--- src/rtl/core/siphash_keyed_hash_macros.svh ---
// ----------------------------------------------------------------------------
// SipHash keyed hash assertion macros
// Shared concurrent assertion forms for the keyed hash block.
// ----------------------------------------------------------------------------
`ifndef SIPHASH_KEYED_HASH_MACROS_SVH
`define SIPHASH_KEYED_HASH_MACROS_SVH

// The consequent must hold in the same cycle as the antecedent.
`define SHKH_ASSERT_SAME(label, clk, rst_n, ante, cons) \
  label: assert property (@(posedge clk) disable iff (!rst_n) (ante) |-> (cons)) \
    else $error("siphash_keyed_hash: same-cycle check failed");

// The consequent must hold in the cycle after the antecedent.
`define SHKH_ASSERT_NEXT(label, clk, rst_n, ante, cons) \
  label: assert property (@(posedge clk) disable iff (!rst_n) (ante) |=> (cons)) \
    else $error("siphash_keyed_hash: next-cycle check failed");

`endif

--- src/rtl/core/shkh_pkg.sv ---
// ----------------------------------------------------------------------------
// SipHash keyed hash package
// Item types, controller/datapath interface types and fixed constants.
// ----------------------------------------------------------------------------
package shkh_pkg;

  localparam logic [63:0] INIT_0 = 64'h736f6d6570736575;
  localparam logic [63:0] INIT_1 = 64'h646f72616e646f6d;
  localparam logic [63:0] INIT_2 = 64'h6c7967656e657261;
  localparam logic [63:0] INIT_3 = 64'h7465646279746573;
  localparam logic [63:0] WIDE_TWEAK   = 64'h00000000000000ee;
  localparam logic [63:0] NARROW_TWEAK = 64'h00000000000000ff;
  localparam logic [63:0] SECOND_TWEAK = 64'h00000000000000dd;

  localparam int unsigned ADDR_W = 6;

  localparam logic [2:0] REG_KEY_LOW    = 3'd0;
  localparam logic [2:0] REG_KEY_HIGH   = 3'd1;
  localparam logic [2:0] REG_COMP_ROUND = 3'd2;
  localparam logic [2:0] REG_FIN_ROUND  = 3'd3;
  localparam logic [2:0] REG_WIDE       = 3'd4;

  typedef struct packed {
    logic [63:0] message_word;
    logic [3:0]  valid_bytes;
    logic        last_word;
  } in_item_t;

  typedef struct packed {
    logic [63:0] hash_low;
    logic [63:0] hash_high;
  } out_item_t;

  typedef struct packed {
    logic load_msg;
    logic do_round;
    logic close_block;
    logic load_tail;
    logic fin_tweak;
    logic second_tweak;
    logic take_lo;
    logic take_hi;
    logic clear_hi;
    logic emit;
  } dp_cmd_t;

  typedef struct packed {
    logic last;
    logic tail_pend;
  } dp_status_t;

endpackage

--- src/rtl/core/shkh_datapath.sv ---
// ----------------------------------------------------------------------------
// SipHash keyed hash datapath
// Mixing words, block and length registers, one SipRound unit, result register.
// ----------------------------------------------------------------------------
module shkh_datapath (
  input  logic                clk,
  input  logic                rst_n,
  input  shkh_pkg::dp_cmd_t   cmd,
  output shkh_pkg::dp_status_t status,
  input  shkh_pkg::in_item_t  in_data,
  input  logic [63:0]         key_low,
  input  logic [63:0]         key_high,
  input  logic                wide,
  output shkh_pkg::out_item_t out_data
);
  import shkh_pkg::*;

  logic [63:0] v0_r, v1_r, v2_r, v3_r;
  logic [63:0] v0_nxt, v1_nxt, v2_nxt, v3_nxt;
  logic [63:0] r0, r1, r2, r3;
  logic [63:0] b0, b1, b2, b3;
  logic [7:0]  bc_r, bc_nxt, bc_sum;
  logic        in_msg_r, in_msg_nxt;
  logic [63:0] blk_r, blk_nxt;
  logic        last_r, last_nxt;
  logic        tail_pend_r, tail_pend_nxt;
  logic [63:0] hlo_r, hhi_r;
  out_item_t   out_r;
  logic [3:0]  nb;
  logic        full;
  logic [63:0] tail;
  logic [63:0] block;
  logic [63:0] digest;

  always_comb begin
    r0 = v0_r + v1_r;
    r1 = {v1_r[50:0], v1_r[63:51]} ^ r0;
    r0 = {r0[31:0], r0[63:32]};
    r2 = v2_r + v3_r;
    r3 = {v3_r[47:0], v3_r[63:48]} ^ r2;
    r0 = r0 + r3;
    r3 = {r3[42:0], r3[63:43]} ^ r0;
    r2 = r2 + r1;
    r1 = {r1[46:0], r1[63:47]} ^ r2;
    r2 = {r2[31:0], r2[63:32]};
  end

  assign digest = v0_r ^ v1_r ^ v2_r ^ v3_r;

  always_comb begin
    nb   = (in_data.valid_bytes > 4'd8) ? 4'd8 : in_data.valid_bytes;
    full = !in_data.last_word || nb[3];
    for (int i = 0; i < 8; i++) begin
      tail[8*i +: 8] = (4'(i) < nb) ? in_data.message_word[8*i +: 8] : 8'h00;
    end
    bc_sum = (in_msg_r ? bc_r : 8'd0) + (full ? 8'd8 : {4'd0, nb});
    block  = full ? in_data.message_word : (tail | {bc_sum, 56'd0});
    if (in_msg_r) begin
      b0 = v0_r;
      b1 = v1_r;
      b2 = v2_r;
      b3 = v3_r;
    end else begin
      b0 = INIT_0 ^ key_low;
      b1 = INIT_1 ^ key_high ^ (wide ? WIDE_TWEAK : 64'd0);
      b2 = INIT_2 ^ key_low;
      b3 = INIT_3 ^ key_high;
    end
  end

  always_comb begin
    v0_nxt = v0_r;
    v1_nxt = v1_r;
    v2_nxt = v2_r;
    v3_nxt = v3_r;
    bc_nxt = bc_r;
    in_msg_nxt = in_msg_r;
    blk_nxt = blk_r;
    last_nxt = last_r;
    tail_pend_nxt = tail_pend_r;
    if (cmd.do_round) begin
      v0_nxt = r0;
      v1_nxt = r1;
      v2_nxt = r2;
      v3_nxt = r3;
    end
    if (cmd.close_block) begin
      v0_nxt = v0_nxt ^ blk_r;
    end
    if (cmd.load_tail) begin
      blk_nxt = {bc_r, 56'd0};
      v3_nxt = v3_nxt ^ {bc_r, 56'd0};
      tail_pend_nxt = 1'b0;
    end
    if (cmd.fin_tweak) begin
      v2_nxt = v2_nxt ^ (wide ? WIDE_TWEAK : NARROW_TWEAK);
    end
    if (cmd.second_tweak) begin
      v1_nxt = v1_nxt ^ SECOND_TWEAK;
    end
    if (cmd.load_msg) begin
      v0_nxt = b0;
      v1_nxt = b1;
      v2_nxt = b2;
      v3_nxt = b3 ^ block;
      blk_nxt = block;
      bc_nxt = bc_sum;
      in_msg_nxt = 1'b1;
      last_nxt = in_data.last_word;
      tail_pend_nxt = in_data.last_word && full;
    end
    if (cmd.emit) begin
      in_msg_nxt = 1'b0;
      bc_nxt = 8'd0;
    end
  end

  always_ff @(posedge clk) begin
    if (!rst_n) begin
      in_msg_r <= 1'b0;
      bc_r <= 8'd0;
      last_r <= 1'b0;
      tail_pend_r <= 1'b0;
    end else begin
      in_msg_r <= in_msg_nxt;
      bc_r <= bc_nxt;
      last_r <= last_nxt;
      tail_pend_r <= tail_pend_nxt;
    end
  end

  always_ff @(posedge clk) begin
    v0_r <= v0_nxt;
    v1_r <= v1_nxt;
    v2_r <= v2_nxt;
    v3_r <= v3_nxt;
    blk_r <= blk_nxt;
    if (cmd.take_lo) begin
      hlo_r <= digest;
    end
    if (cmd.take_hi) begin
      hhi_r <= digest;
    end else if (cmd.clear_hi) begin
      hhi_r <= 64'd0;
    end
    if (cmd.emit) begin
      out_r.hash_low <= hlo_r;
      out_r.hash_high <= hhi_r;
    end
  end

  assign status.last = last_r;
  assign status.tail_pend = tail_pend_r;
  assign out_data = out_r;

endmodule

--- src/rtl/core/shkh_ctrl.sv ---
// ----------------------------------------------------------------------------
// SipHash keyed hash controller
// Sequences absorption, finalization and result hand-off with a round counter.
// ----------------------------------------------------------------------------
module shkh_ctrl (
  input  logic                 clk,
  input  logic                 rst_n,
  input  logic                 in_valid,
  output logic                 in_stall,
  output logic                 out_valid,
  input  logic                 out_stall,
  input  logic [7:0]           comp_rounds,
  input  logic [7:0]           fin_rounds,
  input  logic                 wide,
  input  shkh_pkg::dp_status_t status,
  output shkh_pkg::dp_cmd_t    cmd
);
  import shkh_pkg::*;

  localparam logic [2:0] ST_IDLE = 3'd0;
  localparam logic [2:0] ST_COMP = 3'd1;
  localparam logic [2:0] ST_FIN1 = 3'd2;
  localparam logic [2:0] ST_FIN2 = 3'd3;
  localparam logic [2:0] ST_DONE = 3'd4;

  logic [2:0] state_r, state_nxt;
  logic [7:0] cnt_r, cnt_nxt;
  logic       out_valid_r, out_valid_nxt;
  logic       cnt_zero;

  assign cnt_zero = (cnt_r == 8'd0);

  always_comb begin
    state_nxt = state_r;
    cnt_nxt = cnt_r;
    cmd = '0;
    unique case (state_r)
      ST_IDLE: begin
        if (in_valid) begin
          cmd.load_msg = 1'b1;
          cnt_nxt = comp_rounds;
          state_nxt = ST_COMP;
        end
      end
      ST_COMP: begin
        if (!cnt_zero) begin
          cmd.do_round = 1'b1;
          cnt_nxt = cnt_r - 8'd1;
        end else begin
          cmd.close_block = 1'b1;
          if (!status.last) begin
            state_nxt = ST_IDLE;
          end else if (status.tail_pend) begin
            cmd.load_tail = 1'b1;
            cnt_nxt = comp_rounds;
          end else begin
            cmd.fin_tweak = 1'b1;
            cnt_nxt = fin_rounds;
            state_nxt = ST_FIN1;
          end
        end
      end
      ST_FIN1: begin
        if (!cnt_zero) begin
          cmd.do_round = 1'b1;
          cnt_nxt = cnt_r - 8'd1;
        end else begin
          cmd.take_lo = 1'b1;
          if (wide) begin
            cmd.second_tweak = 1'b1;
            cnt_nxt = fin_rounds;
            state_nxt = ST_FIN2;
          end else begin
            cmd.clear_hi = 1'b1;
            state_nxt = ST_DONE;
          end
        end
      end
      ST_FIN2: begin
        if (!cnt_zero) begin
          cmd.do_round = 1'b1;
          cnt_nxt = cnt_r - 8'd1;
        end else begin
          cmd.take_hi = 1'b1;
          state_nxt = ST_DONE;
        end
      end
      ST_DONE: begin
        if (!out_valid_r || !out_stall) begin
          cmd.emit = 1'b1;
          state_nxt = ST_IDLE;
        end
      end
      default: begin
        state_nxt = ST_IDLE;
      end
    endcase
  end

  always_comb begin
    if (cmd.emit) begin
      out_valid_nxt = 1'b1;
    end else begin
      out_valid_nxt = out_valid_r && out_stall;
    end
  end

  always_ff @(posedge clk) begin
    if (!rst_n) begin
      state_r <= ST_IDLE;
      cnt_r <= 8'd0;
      out_valid_r <= 1'b0;
    end else begin
      state_r <= state_nxt;
      cnt_r <= cnt_nxt;
      out_valid_r <= out_valid_nxt;
    end
  end

  assign in_stall = (state_r != ST_IDLE);
  assign out_valid = out_valid_r;

endmodule

--- src/rtl/core/siphash_keyed_hash.sv ---
// ----------------------------------------------------------------------------
// SipHash keyed hash
// Keyed SipHash-c-d over little-endian 64-bit message words, 64- or 128-bit.
// ----------------------------------------------------------------------------
// One SipRound unit does all the mixing at one round per clock, and a single
// message word is in work at a time. Each word gets c rounds, where c is
// compression_rounds, and is then folded in before the next word is accepted;
// the default setting is 2-4. A last word that holds eight bytes gets c more
// rounds on the length block. Finalization then runs d rounds (d is
// finalization_rounds), d more in wide mode, and moves the hash into the
// output register. A finished hash waiting there does not block the next
// message; the block holds off only before a second hash would overwrite it.
`include "siphash_keyed_hash_macros.svh"

module siphash_keyed_hash (
  input  logic                                clk,
  input  logic                                rst_n,
  input  logic                                in_valid,
  output logic                                in_stall,
  input  shkh_pkg::in_item_t                  in_data,
  output logic                                out_valid,
  input  logic                                out_stall,
  output shkh_pkg::out_item_t                 out_data,
  input  logic                                psel,
  input  logic                                penable,
  input  logic                                pwrite,
  input  logic [shkh_pkg::ADDR_W-1:0]         paddr,
  input  logic [63:0]                         pwdata,
  output logic [63:0]                         prdata,
  output logic                                pready
);
  import shkh_pkg::*;

  logic [63:0] key_low_r, key_high_r;
  logic [7:0]  comp_rounds_r, fin_rounds_r;
  logic        wide_r;
  logic        cfg_wr;
  logic [2:0]  reg_idx;
  dp_cmd_t     cmd;
  dp_status_t  status;

  assign pready = 1'b1;
  assign cfg_wr = psel && penable && pwrite && pready;
  assign reg_idx = paddr[5:3];

  always_ff @(posedge clk) begin
    if (!rst_n) begin
      key_low_r <= 64'd0;
      key_high_r <= 64'd0;
      comp_rounds_r <= 8'd2;
      fin_rounds_r <= 8'd4;
      wide_r <= 1'b0;
    end else if (cfg_wr) begin
      unique case (reg_idx)
        REG_KEY_LOW:    key_low_r <= pwdata;
        REG_KEY_HIGH:   key_high_r <= pwdata;
        REG_COMP_ROUND: comp_rounds_r <= pwdata[7:0];
        REG_FIN_ROUND:  fin_rounds_r <= pwdata[7:0];
        REG_WIDE:       wide_r <= pwdata[0];
        default: begin
        end
      endcase
    end
  end

  always_comb begin
    unique case (reg_idx)
      REG_KEY_LOW:    prdata = key_low_r;
      REG_KEY_HIGH:   prdata = key_high_r;
      REG_COMP_ROUND: prdata = {56'd0, comp_rounds_r};
      REG_FIN_ROUND:  prdata = {56'd0, fin_rounds_r};
      REG_WIDE:       prdata = {63'd0, wide_r};
      default:        prdata = 64'd0;
    endcase
  end

  shkh_ctrl u_ctrl (
    .clk         (clk),
    .rst_n       (rst_n),
    .in_valid    (in_valid),
    .in_stall    (in_stall),
    .out_valid   (out_valid),
    .out_stall   (out_stall),
    .comp_rounds (comp_rounds_r),
    .fin_rounds  (fin_rounds_r),
    .wide        (wide_r),
    .status      (status),
    .cmd         (cmd)
  );

  shkh_datapath u_datapath (
    .clk      (clk),
    .rst_n    (rst_n),
    .cmd      (cmd),
    .status   (status),
    .in_data  (in_data),
    .key_low  (key_low_r),
    .key_high (key_high_r),
    .wide     (wide_r),
    .out_data (out_data)
  );

  `SHKH_ASSERT_NEXT(a_busy_after_accept, clk, rst_n, in_valid && !in_stall, in_stall)
  `SHKH_ASSERT_SAME(a_no_overwrite, clk, rst_n, cmd.emit, !(out_valid && out_stall))
  `SHKH_ASSERT_SAME(a_emit_not_with_accept, clk, rst_n, cmd.emit, in_stall && !cmd.load_msg)

endmodule

--- config.mk ---
export PLATFORM = sky130hd
export DESIGN_NAME = siphash_keyed_hash
export DESIGN_NICKNAME = d
export VERILOG_FILES = /design/src/rtl/core/shkh_pkg.sv /design/src/rtl/core/shkh_datapath.sv /design/src/rtl/core/shkh_ctrl.sv /design/src/rtl/core/siphash_keyed_hash.sv
export VERILOG_INCLUDE_DIRS = /design/src /design/src/rtl/core
export SDC_FILE = /design/constraint.sdc
export NUM_CORES = 2
export LEC_CHECK = 0
export BUFFER_PORTS_ARGS = -buffer_cell sky130_fd_sc_hd__buf_2
export CAP_MARGIN = 20
export CORE_MARGIN = 2
export CORE_UTILIZATION = 45
export DETAILED_ROUTE_END_ITERATION = 16
export RECOVER_POWER = 25
export SKIP_CTS_REPAIR_TIMING = 1
export SYNTH_ARGS = -nofsm -noshare
export SYNTH_HDL_FRONTEND = slang
export SYNTH_HIERARCHICAL = 1
export SYNTH_SLANG_ARGS = --single-unit
--- constraint.sdc ---
create_clock -name clk -period 21.6 [get_ports clk]
set_clock_uncertainty 0.05 [all_clocks]
set_input_delay 2.16 -clock clk [delete_from_list [all_inputs] [get_ports clk]]
set_output_delay 2.16 -clock clk [all_outputs]
set_load 0.01 [all_outputs]
==> results.py <==
metrics = {
    "setup_path": {
        "critical-path-top-cell-by-count": "a21oi_1",
        "crit_family": "compound AO/OA/AOI/OAI gates",
        "endpoint_kind": "flop",
        "start_kind": "flop",
        "r2r_cells": 25,
        "required_ns": 21.96,
        "regToRegSetupSlack_ns": 11.79,
        "critPathBufInv": 1,
        "worstReg2RegEnd": "u_datapath/v0_r[63]$_DFFE_PP_",
        "cpPeakStageDelay_ns": 0.90,
        "r2r-start": "u_datapath/v3_r[0]$_DFFE_PP_",
        "cp_max_fo": 8,
        "critPathKind": "reg2reg",
        "worstPathArrival_ns": 10.17,
        "slowest_stage": "a211oi_2",
    },
    "final_layout": {
        "drive_gt1_frac": 0.113,
        "fin_area_um2": 56800,
        "fin_cells": 7000,
        "nets": 5831,
        "syn2layout_area_growth_pct": 11.2,
    },
    "outcome": {
        "violations": "capacitance limit, slew limit",
        "status": "finished with violations",
    },
    "place": {
        "place_inst": 6831,
        "gp_congestion": 1.15,
        "dp_hpwl_um": 206000,
        "dpl_cell_area_um2": 53900,
        "portBuffers": 336,
    },
    "routing": {
        "wire_per_inst_um": 35.8,
        "final_antenna_net_count": 0,
        "viasPerCell": 6.46,
        "dr.pass1.iters": 6,
        "routed_wl_um": 250000,
        "first_iter_violations": 6508,
        "drc_errors": 0,
        "vias": 45235,
    },
    "sta": {
        "hold_slack_ns": 0.364,
        "tightest_slew_ns": 5.23,
        "slew_headroom": -2.48,
        "fin_crit_ns": 9.81,
        "final.period_utilization": 0.454,
        "rsz0062_at_grt": "no",
        "max_freq_mhz": 102,
        "tns_ns": 0,
        "hold_viol": 0,
        "finalSetupViolCount": 0,
        "report.final.slew_viol_count": 276,
    },
    "floorplanning": {
        "row_count": 123,
        "start_util": 0.454,
        "die_h_um": 341,
        "fp.dieW_um": 341,
        "ios": 341,
        "dieArea_um2": 116000,
        "coreArea_um2": 112000,
    },
    "global_routing": {
        "grt_pass1_wl_um": 336000,
        "antenna_found_initial": 19,
        "grt-ovfl-total": 0,
        "grt_max_degree": 127,
        "grt_pass1_vias": 41329,
        "grtUsageTotal": 0.419,
    },
    "hold_path": {
        "hp-class": "reg2reg",
        "min_to": "u_datapath/out_data[30]$_DFFE_PP_",
        "hold_path_depth": 0,
        "worstHoldStart": "u_datapath/hhi_r[30]$_SDFFCE_PN0P_",
    },
    "logic_synthesis": {
        "synth.most_common_cell": "nand2_1",
        "synth_fp_nets": 5625,
        "synth_area_um2": 51000,
        "synthArstFlopShare": 0,
        "synth_cell_types": 117,
        "synth_top_flop_cell": "edfxtp_1",
        "yosys-top-cells-count": "nand2_1, edfxtp_1, xnor2_1",
        "synth_cells": 5216,
        "synth_top_area_share": 0.334,
        "synthTopCellsByArea": "edfxtp_1, xnor2_1, dfxtp_1",
        "seq_area_frac_synth": 0.403,
        "avgSynthCellArea_um2": 9.78,
        "synth_warnings": 6,
        "ys_ff_latch": 744,
        "yosys.area.top_type": "edfxtp_1",
        "synth-edff-count": 568,
    },
    "clock_network": {
        "cts_buffer_depth": 3,
        "cts_buffers": 84,
        "cts.sink_count": 744,
        "root_buffer": "clkbuf_16",
        "htreeDepth": 3,
        "cts_tree": "built",
        "clk_latency_ns": 0.68,
        "cts.clk_slew.worst_paths_ns": 0.06,
    },
    "flow_run": {
        "maxCapViolations": 5,
    },
}
area by class of cell:
| cell class | instances | area (um^2) |
|---|---|---|
| antenna | 8 | 20.0 |
| clock buffer | 109 | 2320 |
| clock inverter | 47 | 534 |
| fill | 10605 | 55700 |
| inverter | 117 | 442 |
| multi-input combinational | 4063 | 28700 |
| sequential | 744 | 20600 |
| tap | 1500 | 1880 |
| timing repair buffer | 412 | 2260 |
worst register-to-register path: stages, from the launching register on:
cell and delay (ns):
edfxtp_1 0.50, ha_1 0.26, inv_1 0.07, fa_1 0.40, nand2b_1 0.18, a21oi_1 0.29
o211ai_1 0.34, a211oi_2 0.45, o211ai_1 0.25, a211oi_2 0.90, nor2_1 0.15, xnor2_1 0.56
xor2_1 0.84, ha_1 0.51, a21oi_1 0.26, o21ai_0 0.30, a211oi_1 0.55, o21ai_0 0.23
a21oi_1 0.44, a21oi_1 0.21, a21oi_1 0.54, o31ai_1 0.23, xnor2_1 0.19, xnor2_1 0.38
nor3_1 0.11, a2111o_1 0.39
routing by layer:
| metal | share of wire | GRT usage |
|---|---|---|
| met5 | 0.00014 | 0 |
| met4 | 0.075 | 0.265 |
| met3 | 0.12 | 0.0996 |
| met2 | 0.40 | 0.582 |
| met1 | 0.41 | 0.583 |
worst max-delay path by stage:
stage	slack, ns	cells after the start	from	to
after global placement	12.57	25	u_datapath/v3_r[0]$_DFFE_PP_	u_datapath/v0_r[63]$_DFFE_PP_
final	11.79	25	u_datapath/v3_r[0]$_DFFE_PP_	u_datapath/v0_r[63]$_DFFE_PP_
after detailed placement	12.58	25	u_datapath/v3_r[0]$_DFFE_PP_	u_datapath/v0_r[63]$_DFFE_PP_
after global routing	12.02	25	u_datapath/v3_r[0]$_DFFE_PP_	u_datapath/v0_r[63]$_DFFE_PP_
after floorplan	12.28	4	out_stall	u_datapath/bc_r[1]$_SDFFE_PP0P_
after CTS	12.52	25	u_datapath/v3_r[0]$_DFFE_PP_	u_datapath/v0_r[63]$_DFFE_PP_
kinds of logic (layout without fill, tap and decap cells):
group / after synthesis / count (layout) / share of synthesized area
adders and majority gates: 263 / 263 / 0.0652
buffers and inverters: 409 / 685 / 0.0349
and+or+nand+nor: 1422 / 1422 / 0.133
muxes: 288 / 288 / 0.0584
xor gates and xnor gates: 770 / 770 / 0.138
other: 1 / 9 / 0.0000735
AOI/OAI and AO/OA: 1319 / 1319 / 0.167
DFF: 744 / 744 / 0.403
through the flow:
step / setup WS, ns / utilization
after floorplan: 12.28 / -
after global placement: 12.57 / 0.479
after detailed placement: 12.58 / 0.479
after CTS: 12.52 / 0.505
after global routing: 12.02 / 0.504
final: 11.79 / 0.505
layout by cell type, fill, tap and decap left out, types with 86 or more instances in the layout:
cell and count:
nand2_1 608, edfxtp_1 568, xnor2_1 511, a21oi_1 377, buf_2 333, mux2i_1 273
ha_1 258, o21ai_0 252, xor2_1 238, nor2_1 219, dfxtp_1 175, a21o_1 156
inv_1 112, and3_1 95, nand3_1 93, o22ai_1 90, clkbuf_16 86
state kept, by name, summed over array words and instances (netlist names):
signal	cells
u_ctrl/cnt_r	8
u_datapath/v3_r	64
u_datapath/tail_pend_r	1
key_high_r	64
u_datapath/in_msg_r	1
u_datapath/v1_r	64
key_low_r	64
u_ctrl/state_r	3
fin_rounds_r	8
u_datapath/v0_r	64
u_datapath/blk_r	64
u_datapath/v2_r	64
u_datapath/bc_r	8
u_datapath/last_r	1
u_datapath/hlo_r	64
u_ctrl/out_valid	1
comp_rounds_r	8
wide_r	1
u_datapath/hhi_r	64
u_datapath/out_data	128
Power is not shown: default switching activity piles up to over one toggle a cycle in this logic, so the estimate is an artifact.
